==> src/hw/rtl/cmcd_pkg.sv <==
// Shared constants, face codes and pipeline word types for the cube map cell block.
// No dependencies.
package cmcd_pkg;

  localparam int COMP_W     = 16;
  localparam int CELL_W     = 11;
  localparam int MAX_CELLS  = 1024;
  localparam int FACE_W     = 3;
  localparam int NUM_W      = COMP_W + 1;
  localparam int QUO_W      = $clog2(MAX_CELLS) + 1;
  localparam int REM_W      = COMP_W + QUO_W;
  localparam int DEF_CELLS  = 64;

  localparam logic [FACE_W-1:0] FACE_PX = 3'd1;
  localparam logic [FACE_W-1:0] FACE_PY = 3'd2;
  localparam logic [FACE_W-1:0] FACE_PZ = 3'd3;
  localparam logic [FACE_W-1:0] FACE_NX = 3'd4;
  localparam logic [FACE_W-1:0] FACE_NY = 3'd5;
  localparam logic [FACE_W-1:0] FACE_NZ = 3'd6;

  typedef struct packed {
    logic              valid;
    logic              zero;
    logic [FACE_W-1:0] face;
  } tag_t;

  typedef struct packed {
    tag_t             tag;
    logic [REM_W-1:0] rem_i;
    logic [REM_W-1:0] rem_j;
    logic [REM_W-1:0] dsh;
    logic [QUO_W-1:0] q_i;
    logic [QUO_W-1:0] q_j;
  } div_t;

endpackage

==> src/hw/rtl/cmcd_if.sv <==
// Valid/ready channel interfaces for direction words in and cell words out.
// Depends on cmcd_pkg.
interface cmcd_in_if;
  logic                         valid;
  logic                         ready;
  logic signed [cmcd_pkg::COMP_W-1:0] dir_x;
  logic signed [cmcd_pkg::COMP_W-1:0] dir_y;
  logic signed [cmcd_pkg::COMP_W-1:0] dir_z;

  modport source (output valid, dir_x, dir_y, dir_z, input ready);
  modport sink   (input valid, dir_x, dir_y, dir_z, output ready);
endinterface

interface cmcd_out_if;
  logic                         valid;
  logic                         ready;
  logic [cmcd_pkg::FACE_W-1:0]  face;
  logic [cmcd_pkg::CELL_W-1:0]  cell_i;
  logic [cmcd_pkg::CELL_W-1:0]  cell_j;
  logic                         zero_vector;

  modport source (output valid, face, cell_i, cell_j, zero_vector, input ready);
  modport sink   (input valid, face, cell_i, cell_j, zero_vector, output ready);
endinterface

==> src/hw/rtl/cube_map_cell_from_direction.sv <==
// Cube map face and cell index from a signed 3-D direction: one word per cycle while
// not held, through the front end, one division cell per quotient bit and the output
// register. The whole pipeline advances together; it holds only while a finished
// word waits at the output and out_ready is low. The edge count register is
// clamped to 1..1024 when written and must change only while the block is empty.
// Depends on cmcd_pkg, cmcd_if, cmcd_front, cmcd_div_cell.
module cube_map_cell_from_direction (
  input  logic                        clk,
  input  logic                        rst_n,
  cmcd_in_if.sink                     in_ch,
  cmcd_out_if.source                  out_ch,
  input  logic                        cfg_we,
  input  logic [cmcd_pkg::CELL_W-1:0] cfg_wdata
);

  localparam int NS = cmcd_pkg::QUO_W;
  localparam int CL = cmcd_pkg::CELL_W;

  logic                  adv;
  logic [CL-1:0]         n_r, n_nxt;
  cmcd_pkg::div_t        chain [0:NS];
  cmcd_pkg::div_t        last;
  logic [CL:0]           idx_i, idx_j;
  logic                  out_valid_r;
  logic [cmcd_pkg::FACE_W-1:0] face_r, face_nxt;
  logic [CL-1:0]         ci_r, cj_r, ci_nxt, cj_nxt;
  logic                  zero_r;

  assign adv         = !out_valid_r || out_ch.ready;
  assign in_ch.ready = adv;

  always_comb begin
    n_nxt = cfg_wdata;
    if (cfg_wdata == '0) begin
      n_nxt = CL'(1);
    end else if (cfg_wdata > CL'(cmcd_pkg::MAX_CELLS)) begin
      n_nxt = CL'(cmcd_pkg::MAX_CELLS);
    end
  end

  always_ff @(posedge clk) begin
    if (!rst_n) begin
      n_r <= CL'(cmcd_pkg::DEF_CELLS);
    end else if (cfg_we) begin
      n_r <= n_nxt;
    end
  end

  cmcd_front u_front (
    .clk      (clk),
    .rst_n    (rst_n),
    .en       (adv),
    .in_valid (in_ch.valid),
    .dir_x    (in_ch.dir_x),
    .dir_y    (in_ch.dir_y),
    .dir_z    (in_ch.dir_z),
    .n_eff    (n_r),
    .div_out  (chain[0])
  );

  for (genvar g = 0; g < NS; g++) begin : g_cell
    cmcd_div_cell u_cell (
      .clk     (clk),
      .rst_n   (rst_n),
      .en      (adv),
      .div_in  (chain[g]),
      .div_out (chain[g+1])
    );
  end

  assign last = chain[NS];

  // index = min(N, quotient + 1)
  always_comb begin
    idx_i = {1'b0, last.q_i} + (CL+1)'(1);
    idx_j = {1'b0, last.q_j} + (CL+1)'(1);
    ci_nxt = (idx_i > {1'b0, n_r}) ? n_r : idx_i[CL-1:0];
    cj_nxt = (idx_j > {1'b0, n_r}) ? n_r : idx_j[CL-1:0];
    face_nxt = last.tag.face;
    if (last.tag.zero) begin
      ci_nxt   = '0;
      cj_nxt   = '0;
      face_nxt = '0;
    end
  end

  always_ff @(posedge clk) begin
    if (!rst_n) begin
      out_valid_r <= 1'b0;
    end else if (adv) begin
      out_valid_r <= last.tag.valid;
    end
  end

  always_ff @(posedge clk) begin
    if (adv) begin
      face_r <= face_nxt;
      ci_r   <= ci_nxt;
      cj_r   <= cj_nxt;
      zero_r <= last.tag.zero;
    end
  end

  assign out_ch.valid       = out_valid_r;
  assign out_ch.face        = face_r;
  assign out_ch.cell_i      = ci_r;
  assign out_ch.cell_j      = cj_r;
  assign out_ch.zero_vector = zero_r;

endmodule

==> src/hw/rtl/cmcd_front.sv <==
// Front end: major axis and face select, numerators, then scale by the edge count.
// Two register stages. Depends on cmcd_pkg.
module cmcd_front (
  input  logic                                clk,
  input  logic                                rst_n,
  input  logic                                en,
  input  logic                                in_valid,
  input  logic signed [cmcd_pkg::COMP_W-1:0]  dir_x,
  input  logic signed [cmcd_pkg::COMP_W-1:0]  dir_y,
  input  logic signed [cmcd_pkg::COMP_W-1:0]  dir_z,
  input  logic [cmcd_pkg::CELL_W-1:0]         n_eff,
  output cmcd_pkg::div_t                      div_out
);

  localparam int CW = cmcd_pkg::COMP_W;
  localparam int NW = cmcd_pkg::NUM_W;
  localparam int RW = cmcd_pkg::REM_W;
  localparam int PW = cmcd_pkg::NUM_W + cmcd_pkg::CELL_W;

  logic [CW-1:0]        ax, ay, az, mag;
  logic signed [CW-1:0] maj, mn_a, mn_b;
  logic                 x_maj, y_maj;
  cmcd_pkg::tag_t       tag_nxt, tag_r;
  logic [CW-1:0]        mag_r;
  logic [NW-1:0]        num_i_nxt, num_j_nxt, num_i_r, num_j_r;
  cmcd_pkg::div_t       div_nxt, div_r;
  logic [PW-1:0]        prod_i, prod_j;

  function automatic logic [NW-1:0] numer(input logic signed [CW-1:0] minor,
                                          input logic                 neg,
                                          input logic [CW-1:0]        m);
    logic signed [NW:0] sm;
    logic signed [NW:0] sum;
    begin
      sm  = (NW+1)'(minor);
      if (neg) begin
        sm = -sm;
      end
      sum   = sm + $signed({2'b00, m});
      numer = sum[NW-1:0];
    end
  endfunction

  always_comb begin
    ax    = dir_x[CW-1] ? CW'(-dir_x) : CW'(dir_x);
    ay    = dir_y[CW-1] ? CW'(-dir_y) : CW'(dir_y);
    az    = dir_z[CW-1] ? CW'(-dir_z) : CW'(dir_z);
    x_maj = (ax >= ay) && (ax >= az);
    y_maj = (ay >= az);
    tag_nxt.valid = in_valid;
    tag_nxt.zero  = (ax == '0) && (ay == '0) && (az == '0);
    if (x_maj) begin
      maj = dir_x; mn_a = dir_y; mn_b = dir_z; mag = ax;
      tag_nxt.face = dir_x[CW-1] ? cmcd_pkg::FACE_NX : cmcd_pkg::FACE_PX;
    end else if (y_maj) begin
      maj = dir_y; mn_a = dir_x; mn_b = dir_z; mag = ay;
      tag_nxt.face = dir_y[CW-1] ? cmcd_pkg::FACE_NY : cmcd_pkg::FACE_PY;
    end else begin
      maj = dir_z; mn_a = dir_x; mn_b = dir_y; mag = az;
      tag_nxt.face = dir_z[CW-1] ? cmcd_pkg::FACE_NZ : cmcd_pkg::FACE_PZ;
    end
    num_i_nxt = numer(mn_a, maj[CW-1], mag);
    num_j_nxt = numer(mn_b, maj[CW-1], mag);
  end

  always_ff @(posedge clk) begin
    if (!rst_n) begin
      tag_r.valid <= 1'b0;
    end else if (en) begin
      tag_r.valid <= tag_nxt.valid;
    end
    if (en) begin
      tag_r.zero <= tag_nxt.zero;
      tag_r.face <= tag_nxt.face;
      mag_r      <= mag;
      num_i_r    <= num_i_nxt;
      num_j_r    <= num_j_nxt;
    end
  end

  // divisor 2*|major| aligned to the top quotient bit
  always_comb begin
    prod_i        = PW'(num_i_r) * PW'(n_eff);
    prod_j        = PW'(num_j_r) * PW'(n_eff);
    div_nxt.tag   = tag_r;
    div_nxt.rem_i = prod_i[RW-1:0];
    div_nxt.rem_j = prod_j[RW-1:0];
    div_nxt.dsh   = {mag_r, {cmcd_pkg::QUO_W{1'b0}}};
    div_nxt.q_i   = '0;
    div_nxt.q_j   = '0;
  end

  always_ff @(posedge clk) begin
    if (!rst_n) begin
      div_r.tag.valid <= 1'b0;
    end else if (en) begin
      div_r.tag.valid <= div_nxt.tag.valid;
    end
    if (en) begin
      div_r.tag.zero <= div_nxt.tag.zero;
      div_r.tag.face <= div_nxt.tag.face;
      div_r.rem_i    <= div_nxt.rem_i;
      div_r.rem_j    <= div_nxt.rem_j;
      div_r.dsh      <= div_nxt.dsh;
      div_r.q_i      <= div_nxt.q_i;
      div_r.q_j      <= div_nxt.q_j;
    end
  end

  assign div_out = div_r;

endmodule

==> src/hw/rtl/cmcd_div_cell.sv <==
// One restoring-division cell: one quotient bit for each of the two lanes,
// divisor shifted right for the next cell. Depends on cmcd_pkg.
module cmcd_div_cell (
  input  logic           clk,
  input  logic           rst_n,
  input  logic           en,
  input  cmcd_pkg::div_t div_in,
  output cmcd_pkg::div_t div_out
);

  localparam int QW = cmcd_pkg::QUO_W;

  cmcd_pkg::div_t div_nxt, div_r;
  logic           ge_i, ge_j;

  always_comb begin
    ge_i          = div_in.rem_i >= div_in.dsh;
    ge_j          = div_in.rem_j >= div_in.dsh;
    div_nxt.tag   = div_in.tag;
    div_nxt.rem_i = ge_i ? div_in.rem_i - div_in.dsh : div_in.rem_i;
    div_nxt.rem_j = ge_j ? div_in.rem_j - div_in.dsh : div_in.rem_j;
    div_nxt.dsh   = div_in.dsh >> 1;
    div_nxt.q_i   = {div_in.q_i[QW-2:0], ge_i};
    div_nxt.q_j   = {div_in.q_j[QW-2:0], ge_j};
  end

  always_ff @(posedge clk) begin
    if (!rst_n) begin
      div_r.tag.valid <= 1'b0;
    end else if (en) begin
      div_r.tag.valid <= div_nxt.tag.valid;
    end
    if (en) begin
      div_r.tag.zero <= div_nxt.tag.zero;
      div_r.tag.face <= div_nxt.tag.face;
      div_r.rem_i    <= div_nxt.rem_i;
      div_r.rem_j    <= div_nxt.rem_j;
      div_r.dsh      <= div_nxt.dsh;
      div_r.q_i      <= div_nxt.q_i;
      div_r.q_j      <= div_nxt.q_j;
    end
  end

  assign div_out = div_r;

endmodule

==> src/flat_wrapper.sv <==
// flat-port wrapper written by rule: the top's interface ports become plain ports
module cube_map_cell_from_direction_flat 
  (clk, rst_n, cfg_we, cfg_wdata, in_ch_valid, in_ch_dir_x, in_ch_dir_y, in_ch_dir_z, in_ch_ready, out_ch_valid, out_ch_face, out_ch_cell_i, out_ch_cell_j, out_ch_zero_vector, out_ch_ready);
  cmcd_in_if in_ch_i ();
  cmcd_out_if out_ch_i ();
  input  logic clk;
  input  logic rst_n;
  input  logic cfg_we;
  input  logic [cmcd_pkg::CELL_W-1:0] cfg_wdata;
  input wire logic [$bits(in_ch_i.valid)-1:0] in_ch_valid;
  input wire logic [$bits(in_ch_i.dir_x)-1:0] in_ch_dir_x;
  input wire logic [$bits(in_ch_i.dir_y)-1:0] in_ch_dir_y;
  input wire logic [$bits(in_ch_i.dir_z)-1:0] in_ch_dir_z;
  output wire logic [$bits(in_ch_i.ready)-1:0] in_ch_ready;
  output wire logic [$bits(out_ch_i.valid)-1:0] out_ch_valid;
  output wire logic [$bits(out_ch_i.face)-1:0] out_ch_face;
  output wire logic [$bits(out_ch_i.cell_i)-1:0] out_ch_cell_i;
  output wire logic [$bits(out_ch_i.cell_j)-1:0] out_ch_cell_j;
  output wire logic [$bits(out_ch_i.zero_vector)-1:0] out_ch_zero_vector;
  input wire logic [$bits(out_ch_i.ready)-1:0] out_ch_ready;
  assign in_ch_i.valid = in_ch_valid;
  assign in_ch_i.dir_x = in_ch_dir_x;
  assign in_ch_i.dir_y = in_ch_dir_y;
  assign in_ch_i.dir_z = in_ch_dir_z;
  assign in_ch_ready = in_ch_i.ready;
  assign out_ch_valid = out_ch_i.valid;
  assign out_ch_face = out_ch_i.face;
  assign out_ch_cell_i = out_ch_i.cell_i;
  assign out_ch_cell_j = out_ch_i.cell_j;
  assign out_ch_zero_vector = out_ch_i.zero_vector;
  assign out_ch_i.ready = out_ch_ready;
  cube_map_cell_from_direction u_core (.clk(clk), .rst_n(rst_n), .in_ch(in_ch_i), .out_ch(out_ch_i), .cfg_we(cfg_we), .cfg_wdata(cfg_wdata));
endmodule
==> config.mk <==
export PLATFORM = sky130hd
export DESIGN_NAME = cube_map_cell_from_direction_flat
export DESIGN_NICKNAME = d
export VERILOG_FILES = /design/src/hw/rtl/cmcd_pkg.sv /design/src/hw/rtl/cmcd_if.sv /design/src/hw/rtl/cube_map_cell_from_direction.sv /design/src/hw/rtl/cmcd_front.sv /design/src/hw/rtl/cmcd_div_cell.sv /design/src/flat_wrapper.sv
export SDC_FILE = /design/constraint.sdc
export NUM_CORES = 2
export LEC_CHECK = 0
export BUFFER_PORTS_ARGS = -buffer_cell sky130_fd_sc_hd__buf_2
export CORE_MARGIN = 5
export CORE_UTILIZATION = 45
export DETAILED_ROUTE_END_ITERATION = 8
export GPL_TIMING_DRIVEN = 0
export PLACE_DENSITY_LB_ADDON = 0.3
export SYNTH_ARGS = -nofsm -noshare
export SYNTH_HDL_FRONTEND = slang
export SYNTH_SLANG_ARGS = --single-unit
==> constraint.sdc <==
create_clock -name clk -period 42.5 [get_ports clk]
set_input_delay 4.25 -clock clk [delete_from_list [all_inputs] [get_ports clk]]
set_output_delay 4.25 -clock clk [all_outputs]
set_load 0.005 [all_outputs]
# Yosys cells after proc, flatten, opt, wreduce, memory -nomap -nowiden
# Index checks and enable logic that the tools add are counted.
# totals
out_inout_bits	28
regBits	1055
inputBits	64
# classes
mux	41
mul	2
magnitude_cmp	28
reduce_logical	9
add_sub_neg	29
# ops
op	count
two-way mux 27 bit	20
two-way mux 16 bit	10
>= comparator 27 x 17 -> 1 bit	2
>= comparator 27 x 18 -> 1 bit	2
>= comparator 27 x 19 -> 1 bit	2
>= comparator 27 x 20 -> 1 bit	2
>= comparator 27 x 21 -> 1 bit	2
>= comparator 27 x 22 -> 1 bit	2
>= comparator 27 x 23 -> 1 bit	2
>= comparator 27 x 24 -> 1 bit	2
>= comparator 27 x 25 -> 1 bit	2
>= comparator 27 x 26 -> 1 bit	2
>= comparator 27 bit	2
multiplier 17 x 11 -> 27 bit	2
subtractor 27 x 18 -> 27 bit	2
subtractor 27 x 19 -> 27 bit	2
subtractor 27 x 20 -> 27 bit	2
subtractor 27 x 21 -> 27 bit	2
subtractor 27 x 22 -> 27 bit	2
subtractor 27 x 23 -> 27 bit	2
subtractor 27 x 24 -> 27 bit	2
subtractor 27 x 25 -> 27 bit	2
subtractor 27 x 26 -> 27 bit	2
subtractor 27 bit	2
15 further kinds	35

# Depth between registers and ports, before layout
# logic_depth
ltp_word	8
mapped_depth	37

# Hierarchy
# Synthesis repeated with hierarchy kept, for this count alone.
# unflattened
cells_unflattened	9218
area_unflattened_um2	99085.0
# by_module_without_submodules
mod	area_each_um2	n_inst	seq_area_each_um2	cells_per_inst
cmcd_div_cell at u_core.g_cell[0].u_cell ...	6809.0	4	3203.1	627
cmcd_div_cell at u_core.g_cell[10].u_cell ...	7061.8	3	3203.1	614
cmcd_div_cell at u_core.g_cell[7].u_cell ...	6869.1	3	3203.1	595
cmcd_front	20520.9	1	3883.7	2183
cmcd_div_cell at u_core.g_cell[6].u_cell	6990.5	1	3203.1	638
cube_map_cell_from_direction	2544.9	1	1021.0	262

# Worst setup path after synthesis
# Ideal clock, no wire load.
# synth_path
path_type	input-to-output
startpoint	input out_ch_ready
endpoint	output in_ch_ready
path_slack_ps	5896
cell_stages	3
t_arrival_ps	32354
n_path_buf	1
path_cell_list	nor2b_1 > inv_1 > clkbuf_1
# synth_via
elab_chain_cells	1
# synth_lines
element	line_no	rtl
start, declared	flat_wrapper.sv:20	input wire logic [$bits(out_ch_i.ready)-1:0] out_ch_ready;
logical OR 1 bit	cube_map_cell_from_direction.sv:29	assign adv = !out_valid_r || out_ch.ready;
end, declared	flat_wrapper.sv:14	output wire logic [$bits(in_ch_i.ready)-1:0] in_ch_ready;
# Every way passes these cells.

# Worst setup path after layout
# layout_path
startpoint	input in_ch_dir_x[2]
endpoint	register u_core.u_front.num_j_r[16] (data pin)
# layout_via
elab_chain_cells	8
elab_cells_between_ends	11
cone_classes	add/sub (3); order compare (2); mux (5); reduce/logical (1)
# layout_lines
element	line_no	rtl
start, declared	flat_wrapper.sv:11	input wire logic [$bits(in_ch_i.dir_x)-1:0] in_ch_dir_x;
negation 16 bit	cmcd_front.sv:45	ax = dir_x[CW-1] ? CW'(-dir_x) : CW'(dir_x);
two-way mux 16 bit (*)	cmcd_front.sv:45	
>= comparator 16 bit	cmcd_front.sv:48	x_maj = (ax >= ay) && (ax >= az);
logical AND 1 bit	cmcd_front.sv:48	
two-way mux 16 bit	cmcd_front.sv:52	if (x_maj) begin
negation 16 -> 17 bit	cmcd_front.sv:37	sm = -sm;
two-way mux 17 bit	cmcd_front.sv:36	if (neg) begin
adder 17 bit (*)	cmcd_front.sv:39	sum = sm + $signed({2'b00, m});
net u_core.u_front.num_j_nxt[16]	cmcd_front.sv:25	logic [NW-1:0] num_i_nxt, num_j_nxt, num_i_r, num_j_r;
end signal, assigned	cmcd_front.sv:77	num_j_r <= num_j_nxt;
end, declared	cmcd_front.sv:25	
# Mark *: on every way through the listed nets, which the timed path passes. The rest lies on a longest branch.
# A chain may end at the register's enable or synchronous reset.

==> results.txt <==
- The share of total power dissipated in combinational logic is 0.541.
- Headroom to the max-slew limit: 0.1069
- Detailed routing inserted a total of 49650 vias.
* Hold endpoint: u_core.g_cell[8].u_cell.div_out[17]$_DFFE_PP_
* Count of cells along the worst hold path: 0
- Maximum ir drop on the vdd rail: 0.04941 mV
- Instance count after placement with tap cells included: 8686
- Synthesis produced a netlist whose cell count is 6534.
* TritonCTS buffer count: 116
- The average instance in the mapped netlist occupies 10.84 um2.
- The path class of the tightest hold or removal check is flip-flop to flip-flop.
- The tightest hold path in the finished design has a slack of 410.4 ps.
- Maximum net fanout on the critical path: 10
* Max Clock Freq: 73.41 MHz
* Count of maximum capacitance violations: 0
- Slowest cell on the critical path: sky130_fd_sc_hd__or4b_2
* Antenna violation net count after detailed routing: 0
* Launching element type of the critical path: input port
- Total iterations of the first detailed-routing run: 6
* Maximum clock insertion buffer count: 3
- Portion of total power attributed to the clock network: 0.149
- After clock tree synthesis, the repair step resized 0 gates.
- Number of distinct library cells after synthesis: 86
- In the final design database the tool counted 7683 nets.
* Number of failing hold endpoints at the final stage: 0
- Antenna violations before repair: 4
- In this run the post-CTS setup repair buffer count came out at 0.
- Measured on the finished design, the core utilization comes to 0.5000.
- Required time reported for the critical path endpoint: 42960 ps
- Number of design-rule violations left by the first detailed-router iteration: 3839
- Worst Setup Slack post-DPL: 28430 ps
* Final global-route overflow total: 0
- IO Count: 92
* Global Route Usage Sum: 0.2302
- Of the synthesized area, sequential elements account for 0.4438.
- TritonCTS built the clock tree.
- Measured along the y axis, the die boundary spans 406.7 um.
- Std-Cell Rows: 145
* Crit Path Category: input port to flip-flop
- Counting flops with an async set or reset pin after synthesis yields a share of 0.
- Sum of net half-perimeters after detailed placement: 153.8 mm
* Area growth from synthesis to layout: 10.41%
* Initial core utilization: 0.4528
* Post-DR vias/cell: 5.574
* Setup repair after global routing missed its margin: false
- The placed instances occupy a cell area of 74210 um2.
* Wire length of the first global-routing pass: 290.9 mm
- After synthesis the cells add up to 70810 um2.
* Post-layout instance area: 78190 um2
* CP peak stage delay: 740 ps
- CTS clock-pin slew for the worst setup and hold paths: 60 ps
* Share of cells above drive strength 1: 0.06954
- Time the final worst path needs with I/O delays and setup: 13620 ps
* H-tree level count: 3
- Most common library cell in the layout ignoring fill and taps: sky130_fd_sc_hd__edfxtp_1
* Flops & latches, synth: 1055
* Wire length reported by the detailed router: 192.3 mm
- Clock tree sinks: 1055
- At the pin with the least slew margin, the transition time is 1329 ps.
* Count of final max-slew check failures: 0
- Final setup violating endpoints: 0
- CP arrival: 14080 ps
- Counting every net in the synthesized netlist gives 7471.
- Yosys synthesis warning count: 0
- RePlAce Congestion: 0.9365
- STA classifies the critical path endpoint as a flip-flop.
- Worst Slack Setup Final: 28880 ps
- Input and output buffers added on the ports amount to 78.
- Cell at the root of the clock tree: sky130_fd_sc_hd__clkbuf_16
- In the finished design, the share of the clock period the worst path needs comes to 0.3205.
- The synthesized design contains 1030 enable-type register cells.
- Setup slack on the worst flop-to-flop path: 35390 ps
- Run status: completed
* Routed length per instance: 21.59 um
- Skew-Pair Late Insertion Delay: 750 ps
- The die covers 165400 um2.
* Reg2reg start: u_core.n_r[10]$_SDFFE_PN0P_
- Floorplan core area: 156400 um2
- The worst register-to-register path has a depth of 20.
- Between clock sinks in the finished design, the worst skew comes to 47.10 ps.
- The worst hold path begins at u_core.g_cell[7].u_cell.div_out[16]$_DFFE_PP_.
- The number of hold buffers added after CTS was 0.
- Post-route DRC: 0
* Leading register cell type out of synthesis: sky130_fd_sc_hd__edfxtp_1
* Destination of the worst register-to-register timing path: u_core.u_front.div_out[74]$_DFFE_PP_
- The via count of the first global-routing pass came to 49750.
- Of the total power, the share spent switching nets is 0.4238.
* Commonest cells after routing, fill and taps aside: sky130_fd_sc_hd__edfxtp_1 (1030), sky130_fd_sc_hd__nand2_1 (680), sky130_fd_sc_hd__inv_1 (650)
- Pin count of the biggest net entering global routing: 75
- Switching pwr: 2953 uW
* Flop pwr share: 0.310
* Horizontal die dimension: 406.7 um
- The analysis attributes to cell leakage a power of 0.03255 uW.
- Internal cell power: 4015 uW
- The finished layout holds 8907 standard cells, fillers aside.
- Power per cell area: 89.11 nW/um2
-- worst max-delay path: cells and delay by family --
family	cells	cell delay, ps
and+or+nand+nor	10	2740
buffers and inverters	5	1530
xor gates and xnor gates	3	790
adders and majority gates	3	920
muxes	2	960
AOI/OAI and AO/OA	11	2890
-- per-stage QoR --
stage	power (uW)	TNS, ps
after floorplan	4755	0
after global placement	5843	-1962530
after detailed placement	5908	0
after CTS	6989	0
after global routing	7472	0
final	6967	0
-- state kept, by name, indices dropped and copies added, names as in the netlist, 3 cells and up --
register and count:
u_core.g_cell.u_cell.div_out 887, u_core.n_r 11, u_core.u_front.num_i_r 17, u_core.u_front.num_j_r 17, u_core.u_front.div_nxt 5, u_core.out_ch.face 3, u_core.out_ch.cell_i 11, u_core.u_front.div_out 75
u_core.out_ch.cell_j 11, u_core.u_front.mag_r 16
-- worst max-delay path by stage --
| stage | from | to | slack (ps) | cells past startpoint |
|---|---|---|---|---|
| 2_1_floorplan | out_ch_ready | in_ch_ready | 5900 | 3 |
| 3_3_place_gp | out_ch_ready | in_ch_ready | -7590 | 5 |
| 3_5_place_dp | in_ch_dir_x[2] | u_core.u_front.num_j_r[16]$_DFFE_PP_ | 28430 | 34 |
| 4_1_cts | in_ch_dir_x[2] | u_core.u_front.num_j_r[16]$_DFFE_PP_ | 29200 | 34 |
| 5_1_grt | in_ch_dir_x[2] | u_core.u_front.num_j_r[16]$_DFFE_PP_ | 28510 | 35 |
| 6_report | in_ch_dir_x[2] | u_core.u_front.num_j_r[16]$_DFFE_PP_ | 28880 | 34 |
-- cell type report --
type / instances / area [um2]
diodes: 4 / 10.01
plain buffers: 180 / 724.4
clock buffers: 132 / 2994
clock inverters: 85 / 968.4
fillers: 14000 / 78200
inverters: 653 / 2451
multi-input cells: 4646 / 36220
flip-flops and latches: 1055 / 31430
well taps: 2058 / 2575
repair buffers: 94 / 815.8
-- Yosys cell counts, types with 37 or more instances --
master | count | share of area
sky130_fd_sc_hd__nor3_1 | 132 | 0.0093
sky130_fd_sc_hd__xnor2_1 | 261 | 0.032
sky130_fd_sc_hd__nand4_1 | 68 | 0.0060
sky130_fd_sc_hd__nor2b_1 | 77 | 0.0068
sky130_fd_sc_hd__o21a_1 | 64 | 0.0068
sky130_fd_sc_hd__o31ai_1 | 41 | 0.0043
sky130_fd_sc_hd__ha_1 | 585 | 0.10
sky130_fd_sc_hd__nand2b_1 | 105 | 0.0093
sky130_fd_sc_hd__nand3_1 | 100 | 0.0071
sky130_fd_sc_hd__o21ai_0 | 345 | 0.024
sky130_fd_sc_hd__nand2_1 | 680 | 0.036
sky130_fd_sc_hd__inv_1 | 650 | 0.034
sky130_fd_sc_hd__fa_1 | 288 | 0.081
sky130_fd_sc_hd__a21boi_0 | 59 | 0.0063
sky130_fd_sc_hd__and2_1 | 157 | 0.014
sky130_fd_sc_hd__mux2_2 | 117 | 0.019
sky130_fd_sc_hd__mux2i_1 | 99 | 0.014
sky130_fd_sc_hd__nor4_1 | 65 | 0.0057
sky130_fd_sc_hd__nor2_1 | 329 | 0.017
sky130_fd_sc_hd__a21o_1 | 122 | 0.013
sky130_fd_sc_hd__xor2_1 | 200 | 0.025
sky130_fd_sc_hd__a21oi_1 | 323 | 0.023
sky130_fd_sc_hd__clkbuf_1 | 153 | 0.0081
sky130_fd_sc_hd__a211oi_1 | 37 | 0.0039
sky130_fd_sc_hd__edfxtp_1 | 1030 | 0.44
-- per-layer routing --
metal | up-vias | GRT usage | part of all wire
met5 | - | 0 | 0
met4 | 0 | 0.08966 | 0.042
met3 | 353 | 0.02410 | 0.042
met2 | 1285 | 0.4143 | 0.51
met1 | 24380 | 0.2844 | 0.41
li1 | 23630 | - | -
-- kinds of logic after synthesis --
group                      after synthesis  share of synthesized area
and+or+nand+nor                       1877                     0.1291
AOI/OAI and AO/OA                     1212                     0.1067
DFF                                   1055                     0.4438
adders and majority gates              874                     0.1849
buffers and inverters                  833                    0.04479
xor gates and xnor gates               461                    0.05702
muxes                                  222                    0.03355
-- power groups by stage --
stage,Combinational (uW),Sequential [uW],Clock (uW)
2_1_floorplan,2770,1990,0
3_3_place_gp,3660,2180,0
3_5_place_dp,3720,2190,0
4_1_cts,3760,2170,1060
5_1_grt,4160,2200,1110
6_report,3770,2160,1040
Power figures use the tool's default switching activity.
